==> src/rtl/core/mplr_pkg.sv <==
// shared types and constants for the midpoint line rasterizer
`timescale 1ns / 1ps
`default_nettype none

package mplr_pkg;

   // screen coordinate width
   localparam int COORD_BITS    = 11;
   // zone-0 coordinates can be the negation of the most negative screen value
   localparam int WALK_BITS     = COORD_BITS + 1;
   localparam int EAST_BITS     = COORD_BITS + 3;
   localparam int DEC_BITS      = COORD_BITS + 4;

   localparam int REQ_DATA_BITS = ((4 * COORD_BITS + 7) / 8) * 8;
   localparam int RSP_DATA_BITS = ((2 * COORD_BITS + 7) / 8) * 8;

   localparam logic OP_LOAD    = 1'b0;
   localparam logic OP_ADVANCE = 1'b1;

   typedef logic signed [COORD_BITS-1:0] coord_type;
   typedef logic signed [WALK_BITS-1:0]  walk_type;
   typedef logic signed [EAST_BITS-1:0]  east_type;
   typedef logic signed [DEC_BITS-1:0]   dec_type;

   typedef enum logic [2:0] {
      ZONE0 = 3'd0,
      ZONE1 = 3'd1,
      ZONE2 = 3'd2,
      ZONE3 = 3'd3,
      ZONE4 = 3'd4,
      ZONE5 = 3'd5,
      ZONE6 = 3'd6,
      ZONE7 = 3'd7
   } zone_type;

   // one word after zone classification, endpoints already mapped to zone 0
   typedef struct packed {
      logic     op;
      zone_type zone;
      walk_type a0;
      walk_type b0;
      walk_type a1;
      walk_type ddx;
      walk_type ddy;
   } setup_type;

endpackage

`default_nettype wire

==> src/rtl/core/eight_zone_midpoint_line_rasterizer_top.sv <==
// eight-zone midpoint line rasterizer, top level
//
// req channel: a word with req_tuser = 0 loads a line (two endpoints in
// req_tdata) and yields its first pixel; req_tuser = 1 advances the walk one
// pixel and yields it. an advance with no line loaded yields nothing.
// rsp channel: one pixel per word, rsp_tlast marks the final pixel of a line.
// a load of a zero-length line yields one pixel with rsp_tlast set.
// pipeline: a zone classification register, then the walk state and the
// result register. the pixel of an accepted word passes from the
// classification register into the result register, which drives rsp.
// one word can be accepted every cycle unless rsp stalls; the walk step
// is a single add and compare on the state registers, so advances follow
// each other at full rate. when rsp_tready is low the result register holds,
// the classification register fills and then req_tready drops; no word is
// lost or repeated. reset empties both registers and leaves no line loaded.
// a load while a line is active drops the old line.
`timescale 1ns / 1ps
`default_nettype none

module eight_zone_midpoint_line_rasterizer_top (
   input  wire                                  clock,
   input  wire                                  reset,
   input  wire                                  req_tvalid,
   output logic                                 req_tready,
   // start_x, start_y, end_x, end_y from bit 0 up, zero padded
   input  wire  [mplr_pkg::REQ_DATA_BITS-1:0]   req_tdata,
   // operation
   input  wire  [0:0]                           req_tuser,
   output logic                                 rsp_tvalid,
   input  wire                                  rsp_tready,
   // pixel_x, pixel_y from bit 0 up, zero padded
   output logic [mplr_pkg::RSP_DATA_BITS-1:0]   rsp_tdata,
   output logic                                 rsp_tlast
);
   import mplr_pkg::*;

   // maps a zone-0 point back to the screen and packs it
   function automatic logic [RSP_DATA_BITS-1:0] pack_pixel(zone_type z, walk_type x,
                                                           walk_type y);
      walk_type                 sx;
      walk_type                 sy;
      logic [RSP_DATA_BITS-1:0] word;
      case (z)
         ZONE0: begin sx = x;  sy = y;  end
         ZONE1: begin sx = y;  sy = x;  end
         ZONE2: begin sx = -y; sy = x;  end
         ZONE3: begin sx = -x; sy = y;  end
         ZONE4: begin sx = -x; sy = -y; end
         ZONE5: begin sx = -y; sy = -x; end
         ZONE6: begin sx = y;  sy = -x; end
         default: begin sx = x;  sy = -y; end
      endcase
      word = '0;
      word[COORD_BITS-1:0]            = sx[COORD_BITS-1:0];
      word[2*COORD_BITS-1:COORD_BITS] = sy[COORD_BITS-1:0];
      return word;
   endfunction

   // ---------------- classification stage ----------------
   logic      setup_valid_ff, setup_valid_in;
   setup_type setup_ff, setup_in;
   logic      setup_go;

   always_comb begin
      coord_type x0, y0, x1, y1;
      walk_type  dx, dy, mdx, mdy;
      logic      wide;
      x0 = coord_type'(req_tdata[COORD_BITS-1:0]);
      y0 = coord_type'(req_tdata[2*COORD_BITS-1:COORD_BITS]);
      x1 = coord_type'(req_tdata[3*COORD_BITS-1:2*COORD_BITS]);
      y1 = coord_type'(req_tdata[4*COORD_BITS-1:3*COORD_BITS]);
      dx = WALK_BITS'(x1) - WALK_BITS'(x0);
      dy = WALK_BITS'(y1) - WALK_BITS'(y0);
      mdx = (dx < 0) ? -dx : dx;
      mdy = (dy < 0) ? -dy : dy;
      wide = mdx > mdy;

      setup_in.op = req_tuser[0];
      if (dx > 0 && dy >= 0) begin
         if (wide) begin
            setup_in.zone = ZONE0;
            setup_in.a0 = WALK_BITS'(x0);  setup_in.b0 = WALK_BITS'(y0);
            setup_in.a1 = WALK_BITS'(x1);
            setup_in.ddx = dx;  setup_in.ddy = dy;
         end else begin
            setup_in.zone = ZONE1;
            setup_in.a0 = WALK_BITS'(y0);  setup_in.b0 = WALK_BITS'(x0);
            setup_in.a1 = WALK_BITS'(y1);
            setup_in.ddx = dy;  setup_in.ddy = dx;
         end
      end else if (dx <= 0 && dy > 0) begin
         if (wide) begin
            setup_in.zone = ZONE3;
            setup_in.a0 = -WALK_BITS'(x0); setup_in.b0 = WALK_BITS'(y0);
            setup_in.a1 = -WALK_BITS'(x1);
            setup_in.ddx = -dx; setup_in.ddy = dy;
         end else begin
            setup_in.zone = ZONE2;
            setup_in.a0 = WALK_BITS'(y0);  setup_in.b0 = -WALK_BITS'(x0);
            setup_in.a1 = WALK_BITS'(y1);
            setup_in.ddx = dy;  setup_in.ddy = -dx;
         end
      end else if (dx < 0 && dy <= 0) begin
         if (wide) begin
            setup_in.zone = ZONE4;
            setup_in.a0 = -WALK_BITS'(x0); setup_in.b0 = -WALK_BITS'(y0);
            setup_in.a1 = -WALK_BITS'(x1);
            setup_in.ddx = -dx; setup_in.ddy = -dy;
         end else begin
            setup_in.zone = ZONE5;
            setup_in.a0 = -WALK_BITS'(y0); setup_in.b0 = -WALK_BITS'(x0);
            setup_in.a1 = -WALK_BITS'(y1);
            setup_in.ddx = -dy; setup_in.ddy = -dx;
         end
      end else begin
         // includes the zero-length line, which lands in zone 6
         if (wide) begin
            setup_in.zone = ZONE7;
            setup_in.a0 = WALK_BITS'(x0);  setup_in.b0 = -WALK_BITS'(y0);
            setup_in.a1 = WALK_BITS'(x1);
            setup_in.ddx = dx;  setup_in.ddy = -dy;
         end else begin
            setup_in.zone = ZONE6;
            setup_in.a0 = -WALK_BITS'(y0); setup_in.b0 = WALK_BITS'(x0);
            setup_in.a1 = -WALK_BITS'(y1);
            setup_in.ddx = -dy; setup_in.ddy = dx;
         end
      end
   end

   assign setup_go   = setup_valid_ff && (!rsp_tvalid || rsp_tready);
   assign req_tready = !setup_valid_ff || setup_go;

   always_comb begin
      setup_valid_in = setup_valid_ff;
      if (setup_go) begin
         setup_valid_in = 1'b0;
      end
      if (req_tvalid && req_tready) begin
         setup_valid_in = 1'b1;
      end
   end

   // ---------------- walk stage and result register ----------------
   zone_type zone_ff, zone_in;
   walk_type walk_x_ff, walk_x_in;
   walk_type walk_y_ff, walk_y_in;
   walk_type stop_x_ff, stop_x_in;
   dec_type  decision_ff, decision_in;
   east_type east_step_ff, east_step_in;
   dec_type  diagonal_step_ff, diagonal_step_in;
   logic     line_active_ff, line_active_in;

   logic                     rsp_valid_ff, rsp_valid_in;
   logic [RSP_DATA_BITS-1:0] rsp_data_ff, rsp_data_in;
   logic                     rsp_last_ff, rsp_last_in;
   logic                     out_write;

   always_comb begin
      walk_type next_x;
      walk_type next_y;
      logic     done;

      zone_in          = zone_ff;
      walk_x_in        = walk_x_ff;
      walk_y_in        = walk_y_ff;
      stop_x_in        = stop_x_ff;
      decision_in      = decision_ff;
      east_step_in     = east_step_ff;
      diagonal_step_in = diagonal_step_ff;
      line_active_in   = line_active_ff;
      rsp_data_in      = rsp_data_ff;
      rsp_last_in      = rsp_last_ff;
      out_write        = 1'b0;
      next_x           = walk_x_ff + WALK_BITS'(1);
      next_y           = walk_y_ff;
      done             = 1'b0;

      if (setup_go) begin
         if (setup_ff.op == OP_LOAD) begin
            zone_in          = setup_ff.zone;
            walk_x_in        = setup_ff.a0;
            walk_y_in        = setup_ff.b0;
            stop_x_in        = setup_ff.a1;
            east_step_in     = EAST_BITS'(setup_ff.ddy) <<< 1;
            decision_in      = (DEC_BITS'(setup_ff.ddy) <<< 1) - DEC_BITS'(setup_ff.ddx);
            diagonal_step_in = (DEC_BITS'(setup_ff.ddy) - DEC_BITS'(setup_ff.ddx)) <<< 1;
            done             = !(setup_ff.a0 < setup_ff.a1);
            line_active_in   = !done;
            rsp_data_in      = pack_pixel(setup_ff.zone, setup_ff.a0, setup_ff.b0);
            rsp_last_in      = done;
            out_write        = 1'b1;
         end else if (line_active_ff) begin
            // east when the midpoint lies above the line, else north-east
            if (decision_ff < 0) begin
               decision_in = decision_ff + DEC_BITS'(east_step_ff);
            end else begin
               next_y      = walk_y_ff + WALK_BITS'(1);
               decision_in = decision_ff + diagonal_step_ff;
            end
            walk_x_in      = next_x;
            walk_y_in      = next_y;
            done           = !(next_x < stop_x_ff);
            line_active_in = !done;
            rsp_data_in    = pack_pixel(zone_ff, next_x, next_y);
            rsp_last_in    = done;
            out_write      = 1'b1;
         end
      end

      rsp_valid_in = rsp_valid_ff;
      if (rsp_tready) begin
         rsp_valid_in = 1'b0;
      end
      if (out_write) begin
         rsp_valid_in = 1'b1;
      end
   end

   always_ff @(posedge clock) begin
      if (reset) begin
         setup_valid_ff <= 1'b0;
         line_active_ff <= 1'b0;
         rsp_valid_ff   <= 1'b0;
      end else begin
         setup_valid_ff <= setup_valid_in;
         line_active_ff <= line_active_in;
         rsp_valid_ff   <= rsp_valid_in;
      end
   end

   always_ff @(posedge clock) begin
      setup_ff         <= (req_tvalid && req_tready) ? setup_in : setup_ff;
      zone_ff          <= zone_in;
      walk_x_ff        <= walk_x_in;
      walk_y_ff        <= walk_y_in;
      stop_x_ff        <= stop_x_in;
      decision_ff      <= decision_in;
      east_step_ff     <= east_step_in;
      diagonal_step_ff <= diagonal_step_in;
      rsp_data_ff      <= rsp_data_in;
      rsp_last_ff      <= rsp_last_in;
   end

   assign rsp_tvalid = rsp_valid_ff;
   assign rsp_tdata  = rsp_data_ff;
   assign rsp_tlast  = rsp_last_ff;

   // ---------------- checks ----------------
   a_load_yields_pixel: assert property (@(posedge clock) disable iff (reset)
      setup_go && setup_ff.op == OP_LOAD |=> rsp_tvalid)
      else $error("load word did not produce a pixel");

   a_idle_advance_silent: assert property (@(posedge clock) disable iff (reset)
      setup_go && setup_ff.op == OP_ADVANCE && !line_active_ff |=> !rsp_tvalid)
      else $error("advance with no line produced a pixel");

   a_last_ends_line: assert property (@(posedge clock) disable iff (reset)
      out_write && rsp_last_in |=> !line_active_ff)
      else $error("line still active after its last pixel");

   a_active_before_stop: assert property (@(posedge clock) disable iff (reset)
      line_active_ff |-> walk_x_ff < stop_x_ff)
      else $error("active line already at its end x");

endmodule

`default_nettype wire
==> config.mk <==
export PLATFORM = sky130hd
export DESIGN_NAME = eight_zone_midpoint_line_rasterizer_top
export DESIGN_NICKNAME = d
export VERILOG_FILES = /design/src/rtl/core/mplr_pkg.sv /design/src/rtl/core/eight_zone_midpoint_line_rasterizer_top.sv
export SDC_FILE = /design/constraint.sdc
export NUM_CORES = 1
export LEC_CHECK = 0
export ABC_AREA = 0
export BUFFER_PORTS_ARGS = -buffer_cell sky130_fd_sc_hd__clkbuf_2
export CAP_MARGIN = 20
export CELL_PAD_IN_SITES_DETAIL_PLACEMENT = 0
export CELL_PAD_IN_SITES_GLOBAL_PLACEMENT = 1
export CORE_MARGIN = 10
export CORE_UTILIZATION = 35
export DETAILED_ROUTE_END_ITERATION = 10
export PLACE_DENSITY = 0.68
export SYNTH_ARGS = -nofsm -noshare
export SYNTH_HDL_FRONTEND = slang
export SYNTH_SLANG_ARGS = --single-unit
==> constraint.sdc <==
create_clock -name clock -period 5.9 [get_ports clock]
set_input_delay 0.59 -clock clock [delete_from_list [all_inputs] [get_ports clock]]
set_output_delay 0.59 -clock clock [all_outputs]
set_load 0.01 [all_outputs]
# After elaboration in Yosys (flattened, before gate mapping)
# Index checks and enable logic that the tools add are counted.
# totals
input_bits	53
output_inout_bits	27
reg_bits	170
elab_cells	128
# op_classes
reduce_logical	29
n_eq_ne	13
addsub	18
bitwise	1
n_lt_le_gt_ge	11
n_mux	37
# op_table
operator	n
2-to-1 mux 61 bit	4
2-to-1 mux 63 bit	3
case mux 11 bit (3 select lines)	4
2-to-1 mux 12 bit	10
negator 11 -> 12 bit	4
2-to-1 mux 15 bit	3
2-to-1 mux 22 bit	2
negator 11 bit	4
adder 12 x 2 -> 12 bit (second input constant)	2
greater-than comparator 12 x 1 -> 1 bit (second input constant)	2
less-or-equal comparator 12 x 1 -> 1 bit (second input constant)	2
less-than comparator 12 x 1 -> 1 bit (second input constant)	2
less-than comparator 12 bit	2
negator 12 bit	2
OR reduction 2 bit	12
subtractor 11 x 11 -> 12 bit	2
== test 3 bit (second input constant)	6
adder 15 x 13 -> 15 bit	1
adder 15 bit	1
less-than comparator 15 x 1 -> 1 bit (second input constant)	1
subtractor 13 x 12 -> 14 bit	1
subtractor 12 x 12 -> 13 bit	1
== test 3 x 2 -> 1 bit (second input constant)	4
greater-or-equal comparator 12 x 1 -> 1 bit (second input constant)	1
11 further kinds	33

# Logic depth before layout (Yosys ltp)
# Gate-level depths: netlist of run 1.
# logic_depth
word_depth	9
ltp_mapped	24

# Worst setup path after synthesis of run 1
# Ideal clock, no wire load.
# synth_timing
path_kind	input-to-reg
start	input req_tdata[22] in the netlist's numbering
end	register setup_ff[38] in the netlist's numbering (data pin)
path_stages	21
path_buffers	2
arrival_ps	5015
setup_slack_ps	609
path_cell_list	inv_1 ha_1 inv_1 fa_1 a211oi_1 nor2_1 xor2_1 or3_1 nor3b_1 and3_1 nor2_1 xnor2_1 ha_1 nand4_1 nor3_1 nand3b_1 inv_1 a31oi_1 clkbuf_1 clkbuf_1 mux2i_1
# synth_rtl
element	line	text
from (decl)	eight_zone_midpoint_line_rasterizer_top.sv:26	input wire [mplr_pkg::REQ_DATA_BITS-1:0] req_tdata,
to (signal assigned)	eight_zone_midpoint_line_rasterizer_top.sv:233	setup_ff <= (req_tvalid && req_tready) ? setup_in : setup_ff;
to (decl)	eight_zone_midpoint_line_rasterizer_top.sv:61	setup_type setup_ff, setup_in;

==> results.yml, run 1 <==
logic_synthesis:
  synth_edf_count: 163
  ys.flop_type: "edfxtp_1"
  syn-instance-count: 1627
  ys_types: 82
  synthArstFlopShare: 0
  yosys-top-cells-area: "edfxtp_1 34%, ha_1 9.0%, xnor2_1 5.8%"
  syn_area_um2: 14600
  synth-seq-cells: 166
  ys_seq_area_frac: 0.340
  ys_warn_count: 0
  avgSynthCellArea_um2: 8.97
  synth_top_cell_area_share: 0.336
  synth_top_cell_by_area: "edfxtp_1"
power_and_ir_drop:
  leakagePower_nw: 6.38
  powerDensity_nw_per_um2: 396
  power_mw: 6.39
  vdd_drop_max_v: 0.000213
global_route:
  grt_start_max_net_pins: 64
  grt_pass1_wl_mm: 64.5
  antenna_found_initial: 1
  grt_pass1_vias: 11542
  grtUsageTotal: 0.161
  grt_overflow: 0
sta:
  worstMarginPinSlew_ns: 1.00
  slew_viol_final: 0
  tns_ns: 0
  finalCriticalPeriod_ns: 5.16
  maxSlewHeadroom: 0.321
  finalHoldViolCount: 0
  rsz0062_at_grt: "no"
  min_period_over_period: 0.875
  fin_skew_ns: 0.0115
  setup_viol: 0
  max_freq_ghz: 0.194
min_path:
  hold_path_end: "setup_ff[63]"
  min_path_type: "in -> reg"
  hold_depth: 1
  min_from: "req_tuser"
die:
  core_area_um2: 41000
  rows: 74
  start_util: 0.356
  io_pins: 80
  die-area_um2: 50200
  die_width_um: 224
  die_y_um: 224
final_layout:
  nNetsFinal: 1837
  layout-drive-gt1-share: 0.114
  syn_to_final_growth_pct: 10.7
clock_network:
  cts_resized: 0
  numCtsBuffers: 17
  cts_htree_levels: 4
  hold_buffers: 0
  post-cts-setup-buffer-count: 0
  clk_path_buf_depth: 2
  cts_tree: "built"
  clock_latency_ns: 0.45
  clkSlewWorstSetupHoldPaths_ns: 0.07
  clock-sinks: 166
  root_buffer: "clkbuf_16"
setup_path:
  cp.required_ns: 6.09
  critPathLaunchType: "input port"
  crit_type: "in -> reg"
  rr_startpoint: "walk_x_ff[0]"
  r2r_end: "rsp_tdata[20]"
  r2r_cells: 9
  crit_path_end_kind: "flip-flop"
  reg2reg_setup_slack_ns: 2.34
  cp.arrival_ns: 5.35
  cp_max_fo: 25
routing:
  drt-vias-per-instance: 5.45
  routedWlPerCell_um: 18.5
  drtAntennaViolNets: 0
  dr.pass1.iters: 5
  via_count: 12102
  routed_wl_mm: 41.0
  drt-initial-drc-count: 844
  drc_errors: 0
placement:
  hpwl_mm: 32.4
  port_buffers: 73
  place.gp.congestion: 0.908
run_status:
  status: "finished clean"
job:
  maxCapViolations: 0
worst max-delay path by stage:
stage | start | end | slack (ns) | cells after the start
after floorplan | req_tdata[22] | setup_ff[38] | 0.61 | 21
after global placement | req_tdata[33] | setup_ff[11] | 0.35 | 19
after detailed placement | req_tdata[33] | setup_ff[11] | 0.33 | 19
after CTS | req_tdata[33] | setup_ff[11] | 0.79 | 19
after global routing | req_tdata[33] | setup_ff[25] | 0.27 | 19
final | req_tdata[33] | setup_ff[21] | 0.74 | 21
cell type report:
class                   count  area [um^2]
fillers                  4160        24900
multi-input cells        1266         8900
flip-flops and latches    166         4950
well taps                 532          666
repair buffers            100          588
inverters                 123          462
clock buffers              18          429
clock inverters            14          139
diodes                      1         2.50
cell usage after synthesis, types with 16 or more instances:
cell type,instances
o31ai_1,21
nor3_1,35
a21oi_1,92
xor2_1,56
inv_1,119
nand2b_1,16
o21ai_0,112
edfxtp_1,163
a21o_1,16
mux2_2,28
nand3_1,43
mux2i_1,50
nor2_1,160
nand2_1,131
xnor2_1,96
ha_1,105
a31oi_1,20
or3_1,26
clkbuf_1,50
cells in the final DEF (no fill, tap or decap), types with 56 or more instances in the layout:
master,instances
edfxtp_1,163
inv_1,118
a21oi_1,92
xor2_1,56
nor2_1,159
xnor2_1,95
nand2_1,131
clkbuf_2,73
o21ai_0,112
ha_1,105
registers in the layout, indices dropped and copies added, names as in the netlist:
register	cells
rsp_tlast	1
stop_x_ff	12
decision_ff	14
rsp_tdata	22
setup_ff	63
walk_x_ff	12
east_step_ff	12
walk_y_ff	11
zone_ff	3
rsp_tvalid	1
diagonal_step_ff	13
setup_valid_ff	1
line_active_ff	1
kinds of logic after synthesis:
kind of cell    synth area share
fa+ha+maj                 0.0969
buf+inv                   0.0522
compound gates             0.186
flops                      0.340
xor+xnor                  0.0913
mux                       0.0729
other cells             0.000257
simple gates               0.161
critical path, cell delays in order:
cell and delay (ns):
clkbuf_2 0.11, inv_1 0.08, ha_1 0.19, inv_1 0.06
fa_1 0.42, a211oi_1 0.34, nor2_1 0.14, o31ai_1 0.42
nand4_1 0.14, nand2_1 0.15, and2_1 0.21, nand2_1 0.06
o21ai_0 0.20, xor2_1 0.41, ha_1 0.34, nand4_1 0.11
nor3_1 0.07, o22ai_1 0.29, a31o_2 0.27, buf_4 0.37
mux2_2 0.38
power by group:
| part | internal (mW) | switching (mW) | leakage [nW] |
|---|---|---|---|
| Sequential | 1.74 | 0.233 | 1.56 |
| Combinational | 1.41 | 1.91 | 4.54 |
| Clock | 0.592 | 0.510 | 0.276 |
| Total | 3.74 | 2.65 | 6.38 |
layer usage:
metal	up-vias	track usage	wire length [um]
li1	6053	-	-
met1	5679	0.223	19800
met2	317	0.248	18200
met3	53	0.0251	1920
met4	0	0.0603	1060
met5	-	0	0
stage by stage:
stage          hold WS (ns)  std cells  worst slack [ns]   util  cell area [um^2]
3_5_place_dp          0.435       2186             0.329  0.380             15600
5_1_grt               0.307       2220             0.270  0.394             16100
2_1_floorplan         0.424       1628             0.609      -             14600
4_1_cts               0.308       2218             0.787  0.393             16100
6_report              0.322       2220             0.738  0.394             16100
3_3_place_gp          0.431       2185             0.349  0.379             15600
No activity file was read; power rests on OpenSTA's default activity.
==> run 2: changes to the inputs <==
- CTS_BUF_LIST: not set -> sky130_fd_sc_hd__clkbuf_16
==> results.yml, run 2 (synthesis results as in run 1) <==
clock_network:
  root_buffer: "clkbuf_16"
  cts_resized: 0
  post-cts-setup-buffer-count: 0
  numCtsBuffers: 17
  clock_latency_ns: 0.45
  cts_tree: "built"
  cts_htree_levels: 4
  clk_path_buf_depth: 2
  clkSlewWorstSetupHoldPaths_ns: 0.07
  hold_buffers: 0
  clock-sinks: 166
final_layout:
  layout_common_cells: "163 x edfxtp_1, 159 x nor2_1, 131 x nand2_1"
  final_util: 0.394
  stdcell_count: 2220
  largest_reg_flops: 63
  mostFrequentLayoutCell: "edfxtp_1"
  regMostFlops: "setup_ff"
  stdcell_area_um2: 16100
  syn_to_final_growth_pct: 10.7
  layout-drive-gt1-share: 0.114
  fillCellCount: 4160
  nNetsFinal: 1837
routing:
  dr.pass1.iters: 7
  drc_errors: 0
  drtAntennaViolNets: 0
  drt-vias-per-instance: 5.43
  routed_wl_mm: 41.0
  via_count: 12050
  routedWlPerCell_um: 18.5
  drt-initial-drc-count: 833
power_and_ir_drop:
  powerDensity_nw_per_um2: 396
  leakagePower_nw: 6.38
  power_mw: 6.39
  vdd_drop_max_v: 0.000212
global_route:
  grt_start_max_net_pins: 64
  grt_overflow: 0
  grtUsageTotal: 0.161
  grt_pass1_vias: 11539
  antenna_found_initial: 1
  grt_pass1_wl_mm: 64.5
placement:
  place.gp.congestion: 0.908
  placed_cells: 2186
  place_area_um2: 15600
  port_buffers: 73
  hpwl_mm: 32.4
sta:
  min_period_over_period: 0.873
  max_freq_ghz: 0.194
  finalHoldViolCount: 0
  finalCriticalPeriod_ns: 5.15
  rsz0062_at_grt: "no"
  worstMarginPinSlew_ns: 1.00
  setup_viol: 0
  maxSlewHeadroom: 0.323
  fin_skew_ns: 0.0118
  slew_viol_final: 0
  tns_ns: 0
setup_path:
  r2r_end: "rsp_tdata[20]"
  cp.required_ns: 6.09
  r2r_cells: 10
  path_cells: "clkbuf_2 -> inv_1 -> ha_1 -> inv_1 -> fa_1 -> a211oi_1 -> nor2_1 -> o31ai_1 -> nand4_1 -> nand2_1 -> and2_1 -> nand2_1 -> o21ai_0 -> xor2_1 -> ha_1 -> nand4_1 -> nor3_1 -> o22ai_1 -> a31o_2 -> buf_4 -> mux2_2"
  critPathTopFamily: "compound AO/OA/AOI/OAI gates"
  path_buf_inv: 4
  critPathLaunch: "req_tdata[33]"
  cp_max_fo: 25
  max_stage_delay_ns: 0.42
  crit_type: "in -> reg"
  crit_cells: 21
  crit_path_end_kind: "flip-flop"
  rr_startpoint: "walk_x_ff[0]"
  cp.arrival_ns: 5.34
  reg2reg_setup_slack_ns: 2.32
  critPathLaunchType: "input port"
  crit_end: "setup_ff[21]"
  cpMaxStageDelayCell: "fa_1"
die:
  rows: 74
  die_y_um: 224
  io_pins: 80
  core_area_um2: 41000
  die_width_um: 224
  die-area_um2: 50200
  start_util: 0.356
job:
  maxCapViolations: 0
run_status:
  status: "finished clean"
min_path:
  min_path_type: "in -> reg"
[run 2: changes by cell type in the layout (fill, tap and decap cells not counted), sizes merged]
| cell | delta |
|---|---|
| clkbuf | -1 |
| inv | +1 |
[run 2: final cells by class]
type                            instances  area [um^2]  area share
Antenna cell                            1         2.50    0.000155
Tap cell                              532          666      0.0412
Inverter                              123          462      0.0286
Multi-Input combinational cell       1266         8900       0.552
Timing Repair Buffer                  100          588      0.0364
Clock buffer                           17          425      0.0263
Clock inverter                         15          143     0.00883
Sequential cell                       166         4950       0.307
[run 2: report_power, final]
group	switching, mW	internal [mW]	leakage [nW]
combinational	1.91	1.41	4.54
sequential	0.234	1.74	1.56
clock	0.509	0.590	0.280
total	2.65	3.74	6.38
[run 2: per-stage QoR]
step           hold WS (ns)  setup slack, ns
2_1_floorplan         0.424            0.609
3_3_place_gp          0.431            0.349
3_5_place_dp          0.435            0.329
4_1_cts               0.308            0.787
5_1_grt               0.307            0.270
6_report              0.323            0.750
[run 2: per-layer routing]
layer  track usage  wire length, um  share of wire  vias to the layer above
li1              -                -              -                     6051
met1         0.223            19900           0.49                     5637
met2         0.248            18200           0.44                      309
met3        0.0251             1850          0.045                       53
met4        0.0603             1050          0.026                        0
met5             0                0              0                        -
[run 2: how the worst min path moves through the flow]
stage	from	endpoint	slack, ns	cells after the start
finish	req_tuser	setup_ff[63]	0.32	1
global route	req_tuser	setup_ff[63]	0.31	1
CTS	req_tuser	setup_ff[63]	0.31	1
detailed placement	setup_ff[26]	stop_x_ff[2]	0.43	0
global placement	setup_ff[26]	stop_x_ff[2]	0.43	0
floorplan	setup_ff[60]	zone_ff[0]	0.42	0
